$ cat src/hdl/ellsr_pkg.sv
// ----------------------------------------------------------------------------
// ellsr_pkg
// Shared types, sizes, codes and helpers of the ELLPACK sparse row unit.
// ----------------------------------------------------------------------------
package ellsr_pkg;

    localparam int ROWS      = 64;
    localparam int SLOTS     = 8;
    localparam int VEC_DEPTH = 64;

    localparam int KIND_W  = 3;
    localparam int ROW_W   = 6;
    localparam int COL_W   = 6;
    localparam int VALUE_W = 32;

    localparam int ENTRIES  = ROWS * SLOTS;
    localparam int ENTRY_AW = (ENTRIES > 1) ? $clog2(ENTRIES) : 1;
    localparam int FILL_AW  = (ROWS > 1) ? $clog2(ROWS) : 1;
    localparam int SLOT_W   = $clog2(SLOTS + 1);
    localparam int VEC_AW   = $clog2(VEC_DEPTH);
    localparam int PROD_W   = 2 * VALUE_W;
    localparam int ACC_W    = PROD_W + 1 + SLOT_W;
    localparam int FRAC_W   = 16;

    localparam logic [KIND_W-1:0] KIND_SET   = 3'd0;
    localparam logic [KIND_W-1:0] KIND_ADD   = 3'd1;
    localparam logic [KIND_W-1:0] KIND_LOAD  = 3'd2;
    localparam logic [KIND_W-1:0] KIND_PROD  = 3'd3;
    localparam logic [KIND_W-1:0] KIND_CLEAR = 3'd4;

    typedef enum logic [2:0] {
        S_IDLE,
        S_DECODE,
        S_SCAN,
        S_ADD,
        S_PROD,
        S_FIN
    } state_t;

    typedef enum logic [1:0] {
        MAC_NOP,
        MAC_CLR,
        MAC_MUL,
        MAC_ADD
    } mac_op_t;

    typedef struct packed {
        mac_op_t                   op;
        logic signed [VALUE_W-1:0] a;
        logic signed [VALUE_W-1:0] b;
    } mac_ctl_t;

    typedef struct packed {
        logic                      busy;
        logic signed [VALUE_W-1:0] prod_sat;
        logic signed [VALUE_W-1:0] sum_sat;
    } mac_stat_t;

    typedef struct packed {
        logic [COL_W-1:0]          col;
        logic signed [VALUE_W-1:0] val;
    } entry_t;

    function automatic logic signed [VALUE_W-1:0] sat_acc(input logic signed [ACC_W-1:0] v);
        logic [ACC_W-VALUE_W:0] top_bits;
        top_bits = v[ACC_W-1:VALUE_W-1];
        if ((&top_bits) || !(|top_bits))
            return v[VALUE_W-1:0];
        else if (v[ACC_W-1])
            return {1'b1, {(VALUE_W-1){1'b0}}};
        else
            return {1'b0, {(VALUE_W-1){1'b1}}};
    endfunction

endpackage

$ cat src/hdl/ellsr_mac.sv
// ----------------------------------------------------------------------------
// ellsr_mac
// Shared multiply-accumulate unit: registered 32x32 multiply feeding a wide
// accumulator, also used for the saturating add of an entry update.
// ----------------------------------------------------------------------------
module ellsr_mac
    import ellsr_pkg::*;
(
    input  logic      clk,
    input  logic      rst_n,
    input  mac_ctl_t  ctl,
    output mac_stat_t st
);

    logic signed [PROD_W-1:0] prod_reg;
    logic                     prod_v_reg;
    logic signed [ACC_W-1:0]  acc_reg;
    logic signed [ACC_W-1:0]  acc_next;
    logic signed [ACC_W-1:0]  acc_shr;

    always_ff @(posedge clk or negedge rst_n)
    begin
        if (!rst_n)
        begin
            prod_v_reg <= 1'b0;
        end
        else
        begin
            prod_v_reg <= (ctl.op == MAC_MUL);
        end
    end

    always_comb
    begin
        acc_next = acc_reg;
        case (ctl.op)
            MAC_CLR: acc_next = '0;
            MAC_ADD: acc_next = ACC_W'(ctl.a) + ACC_W'(ctl.b);
            default:
            begin
                if (prod_v_reg)
                    acc_next = acc_reg + ACC_W'(prod_reg);
            end
        endcase
    end

    always_ff @(posedge clk)
    begin
        prod_reg <= ctl.a * ctl.b;
        acc_reg  <= acc_next;
    end

    // floor shift of the Q32.32 sum back to Q16.16
    assign acc_shr     = acc_reg >>> FRAC_W;
    assign st.busy     = prod_v_reg;
    assign st.prod_sat = sat_acc(acc_shr);
    assign st.sum_sat  = sat_acc(acc_reg);

endmodule

$ cat config.mk
export PLATFORM = sky130hd
export DESIGN_NAME = ellsr_mac
export DESIGN_NICKNAME = d
export VERILOG_FILES = /design/src/hdl/ellsr_pkg.sv /design/src/hdl/ellsr_mac.sv
export SDC_FILE = /design/constraint.sdc
export NUM_CORES = 2
export LEC_CHECK = 0
export ABC_AREA = 1
export BUFFER_PORTS_ARGS = -buffer_cell sky130_fd_sc_hd__buf_2
export CELL_PAD_IN_SITES_DETAIL_PLACEMENT = 0
export CELL_PAD_IN_SITES_GLOBAL_PLACEMENT = 1
export CORE_MARGIN = 3
export CORE_UTILIZATION = 53
export CTS_CLUSTER_SIZE = 20
export DETAILED_ROUTE_END_ITERATION = 8
export PLACE_DENSITY_LB_ADDON = 0.1
export SETUP_SLACK_MARGIN = 0.5
export SLEW_MARGIN = 5
export SYNTH_ARGS = -nofsm -noshare
export SYNTH_HDL_FRONTEND = slang
export SYNTH_SLANG_ARGS = --single-unit
$ cat constraint.sdc
create_clock -name clk -period 3.7 [get_ports clk]
set_input_delay 0.185 -clock clk [delete_from_list [all_inputs] [get_ports clk]]
set_output_delay 0.185 -clock clk [all_outputs]
set_load 0.01 [all_outputs]
; Word-level counts from Yosys, hierarchy flattened
; Cells that the tools add are included.
[totals]
regBits = 134
output_inout_bits = 65
word_cells = 23
[op_classes]
n_addsub = 2
mul = 1
n_eq_ne = 3
mux = 5
n_reduce_logical = 9
[ops]
columns = operator, n
row1 = 69-bit one-hot mux with 2 select lines, 1
row2 = 32-bit two-way mux, 3
row3 = 69-bit by 64-bit adder with 69-bit output, 1
row4 = 69-bit two-way mux, 1
row5 = 32-bit by 32-bit multiplier with 64-bit output, 1
row6 = 38-bit AND reduction, 1
row7 = 38-bit OR reduction, 1
row8 = 32-bit by 32-bit adder with 33-bit output, 1
row9 = 22-bit AND reduction, 1
row10 = 22-bit OR reduction, 1
row11 = 2-bit equality test (second input constant), 2
row12 = 3-bit nonzero test, 1
row13 = 2-bit by 1-bit equality test with 1-bit output (second input constant), 1
row14 = 1-bit zero test, 2
row15 = 1-bit logical OR, 2

; Logic depth before layout (Yosys ltp)
[logic_depth]
word_depth = 4
mapped_depth = 31
ltp_nobuf = 30

; Worst setup path after synthesis
; Ideal clock, no wire load.
[synth_path]
path_type = input to register
startpoint = in ctl[63] in the netlist's numbering
endpoint = reg prod_reg[53]
setup_ns = 0.113
t_arrival_ns = 6.991
required_time_ns = 3.587
path_slack_ns = -3.404
path_stages = 28
n_path_buf = 2
path_cell_list = clkbuf_1 clkbuf_1 nand2_1 inv_1 fa_1 inv_1 fa_1 inv_1 fa_1 fa_1 inv_1 fa_1 inv_1 fa_1 inv_1 fa_1 inv_1 fa_1 ha_1 nand2_1 nor2_1 inv_1 nor2_1 inv_1 nor4_1 nand2_1 nand4_1 nand2_1
[synth_via]
elab_chain_cells = 1
[synth_rtl]
columns = item, line
row1 = start: declaration, ellsr_mac.sv:11  ; input mac_ctl_t ctl,
row2 = 32-bit by 32-bit multiplier with 64-bit output, ellsr_mac.sv:49  ; prod_reg <= ctl.a * ctl.b;
row3 = end signal: assignment, ellsr_mac.sv:49
row4 = end: declaration, ellsr_mac.sv:15  ; logic signed [PROD_W-1:0] prod_reg;
; Every way passes these cells.
; A chain may end at the register's enable or synchronous reset.

; Worst setup path after layout
[layout_path]
startpoint = in ctl[63] in the netlist's numbering
endpoint = reg prod_reg[49]
; Same word-level chain as after synthesis.

==> metrics.md <==
| Metric | Value |
|---|---|
| Async set-reset flop share out of synthesis | 0.00746 |
| Reg-to-reg setup timing slack | between 0.5 and 0.6 ns |
| Final cell utilization of the core | 0.689 |
| Area contributors post-synth | fa_1 43%, inv_1 15%, nand2_1 15% |
| Slew Limit Fails | 0 |
| Top-count cell post-synth | inv_1 |
| Worst path top cell family by delay | adder cells |
| Worst Hold Class | primary input to async pin |
| Root Buffer | clkbuf_16 |
| Detailed placement HPWL | 166 mm |
| Worst path depth | 27 |
| Routed wire length | 201 mm |
| Syn avg cell area | 7.34 um^2 |
| Failing checks | negative setup slack |
| Final Hold Violating Endpoints | 0 |
| Drt wl/cell | 22.4 um |
| Initial Util | 0.540 |
| Grt ovf | 0 |
| Syn nets | about 8400 |
| Final ANT Viol Nets | 0 |
| EDFF count, synth | 69 |
| Largest register FFs | 69 |
| CTS max path bufs | 2 |
| CTS tree | yes |
| Die width | approximately 320 um |
| Clock Sinks | 134 |
| Max-Cap Viols | 0 |
| Crit start category | primary input |
| Fin nets | 9121 |
| Run status | complete, but fails checks |
| Vias per cell | 5.38 |
| Fraction of layout cells with a size suffix above 1 | 0.223 |
| Sequential share of the synthesized area | 0.0665 |
| CP max FO | 5 |
| Largest net degree at the start of global routing | 39 |
| Initial antenna violation count | 2 |
| Clock skew | 0.0231 ns |
| Row Count | 112 |
| Crit Path Class | primary input to flop |
| Remaining DRCs | 0 |
| Synthesized flop and latch total | 134 |
| Worst skew pair latency | between 0.4 and 0.5 ns |
| Period Utilization, post-route | 1.70 |
| Reg2reg path depth | 9 |
| Crit path buffers/inverters | 9 |
| Most frequent CP cell | fa_1 |
| Total CTS buffers | 17 |
| Slew at the pin closest to its max-slew limit | between 0.7 and 0.8 ns |
| Final WS setup | -2.59 ns |
| DIE HEIGHT | 316 um |
| RSZ-0062 raised after global routing | yes |
| I/O Buffers | between 100 and 150 |
| Fmax | around 160 MHz |
| DP Worst Slack | -3.50 ns |
| Ys flop type | edfxtp_1 |
| Crit path launch | ctl[63] |
| Synth unique cells | 50 |
| Slew Limit Headroom | 0.487 |
| Arrival @ worst endpoint | ~6.6 ns |
| Area Overhead vs Synth | 27.7% |
| Die area | roughly 100000 um^2 |
| GPL Wtd Cong | 1.05 |
| Via count | 48100 |
| Crit end category | flop |
| I/O Pins | 133 |
| CP required | 4.05 ns |
| CP max-delay cell | fa_2 |
| Total track usage | 0.403 |
| Worst reg2reg path startpoint | acc_reg[64] |
| First-pass GRT wire length | 299 mm |
| Worst r2r dst | acc_reg[65] |
| Reg clk slew, reported paths | 0.07 ns |
| Drt first pass iters | 6 |
| CP Capture Point | prod_reg[49] |
| Share of the synthesized area in the top cell type | 0.427 |
| Vias in the first global route | 50100 |
| Top post-synthesis cells by count | 2000 x inv_1, 1976 x nand2_1, 1084 x fa_1 |
| Crit path time final | about 6.3 ns |
| Mapped Cells | roughly 6900 |
| Core ar. | 94200 um^2 |
| Max H-tree Level | 4 |
| Drt initial violations | slightly below 5000 |
| Mapped cell area | ~51000 um^2 |
| Final setup violation count | 57 |
| Synth warnings | 0 |
| Post-synth top area cell | fa_1 |
| CP peak stage delay | around 0.74 ns |
| Fill count | 7713 |
==> how the worst min path moves through the flow <==
| stage | start | endpoint | slack, ns | cells past startpoint |
|---|---|---|---|---|
| finish | rst_n | prod_v_reg | 0.03 | 2 |
| global route | rst_n | prod_v_reg | 0.05 | 2 |
| CTS | rst_n | prod_v_reg | 0.02 | 2 |
| detailed placement | rst_n | prod_v_reg | -0.04 | 1 |
| global placement | rst_n | prod_v_reg | -0.04 | 1 |
| floorplan | rst_n | prod_v_reg | -0.11 | 0 |
==> metrics by stage <==
step / cell area (um^2) / hold slack [ns] / cells / TNS (ns)
after CTS: 62600 / 0.0212 / 8877 / -122.70
after global routing: 64900 / 0.0497 / 8951 / -134.36
final: 64900 / 0.0304 / 8954 / -126.77
after floorplan: 52600 / -0.111 / 6924 / -119.10
after global placement: 59700 / -0.0400 / 8786 / -163.79
after detailed placement: 59700 / -0.0379 / 8786 / -166.50
==> logic make-up after synthesis <==
group           Yosys count  share of synthesized area
compound gates          461                     0.0495
xor+xnor                 63                     0.0109
fa+ha+maj              1369                      0.497
buf+inv                2223                      0.165
flops                   134                     0.0665
simple gates           2674                      0.211
==> routing by layer <==
| layer | track usage | vias to the layer above | part of all wire |
|---|---|---|---|
| li1 | - | 21500 | - |
| met4 | 0.162 | 2 | 0.051 |
| met3 | 0.112 | 538 | 0.12 |
| met5 | 0 | - | 0.000070 |
| met1 | 0.533 | 23700 | 0.39 |
| met2 | 0.629 | 2447 | 0.44 |
==> placed cells by master (no fill, tap or decap), types with 118 or more instances in the layout <==
| cell type | count |
|---|---|
| inv_1 | 1860 |
| nand2_1 | 1847 |
| fa_1 | 1008 |
| buf_4 | 619 |
| nor2_1 | 236 |
| ha_1 | 201 |
| nand3_1 | 172 |
| a21oi_1 | 149 |
| inv_2 | 133 |
| o21ai_0 | 118 |
==> layout make-up <==
type	instances	area, um^2	area share
Clock inverter	12	125	0.00193
Inverter	2001	7540	0.116
Sequential cell	134	3380	0.0521
Timing Repair Buffer	963	9330	0.144
Clock buffer	20	479	0.00739
Tap cell	1254	1570	0.0242
Antenna cell	3	7.51	0.000116
Multi-Input combinational cell	4567	42500	0.654
==> what timing repair did <==
item	4_1_cts	5_1_grt
gates resized for setup	489	435
cloned	7	14
hold endpoints to repair	2	0
buffers inserted	50	60
setup endpoints to repair	60	98
pin swaps	143	262
hold buffers	2	0
Power is not shown: default switching activity piles up to over one toggle a cycle in this logic, so the estimate is an artifact.
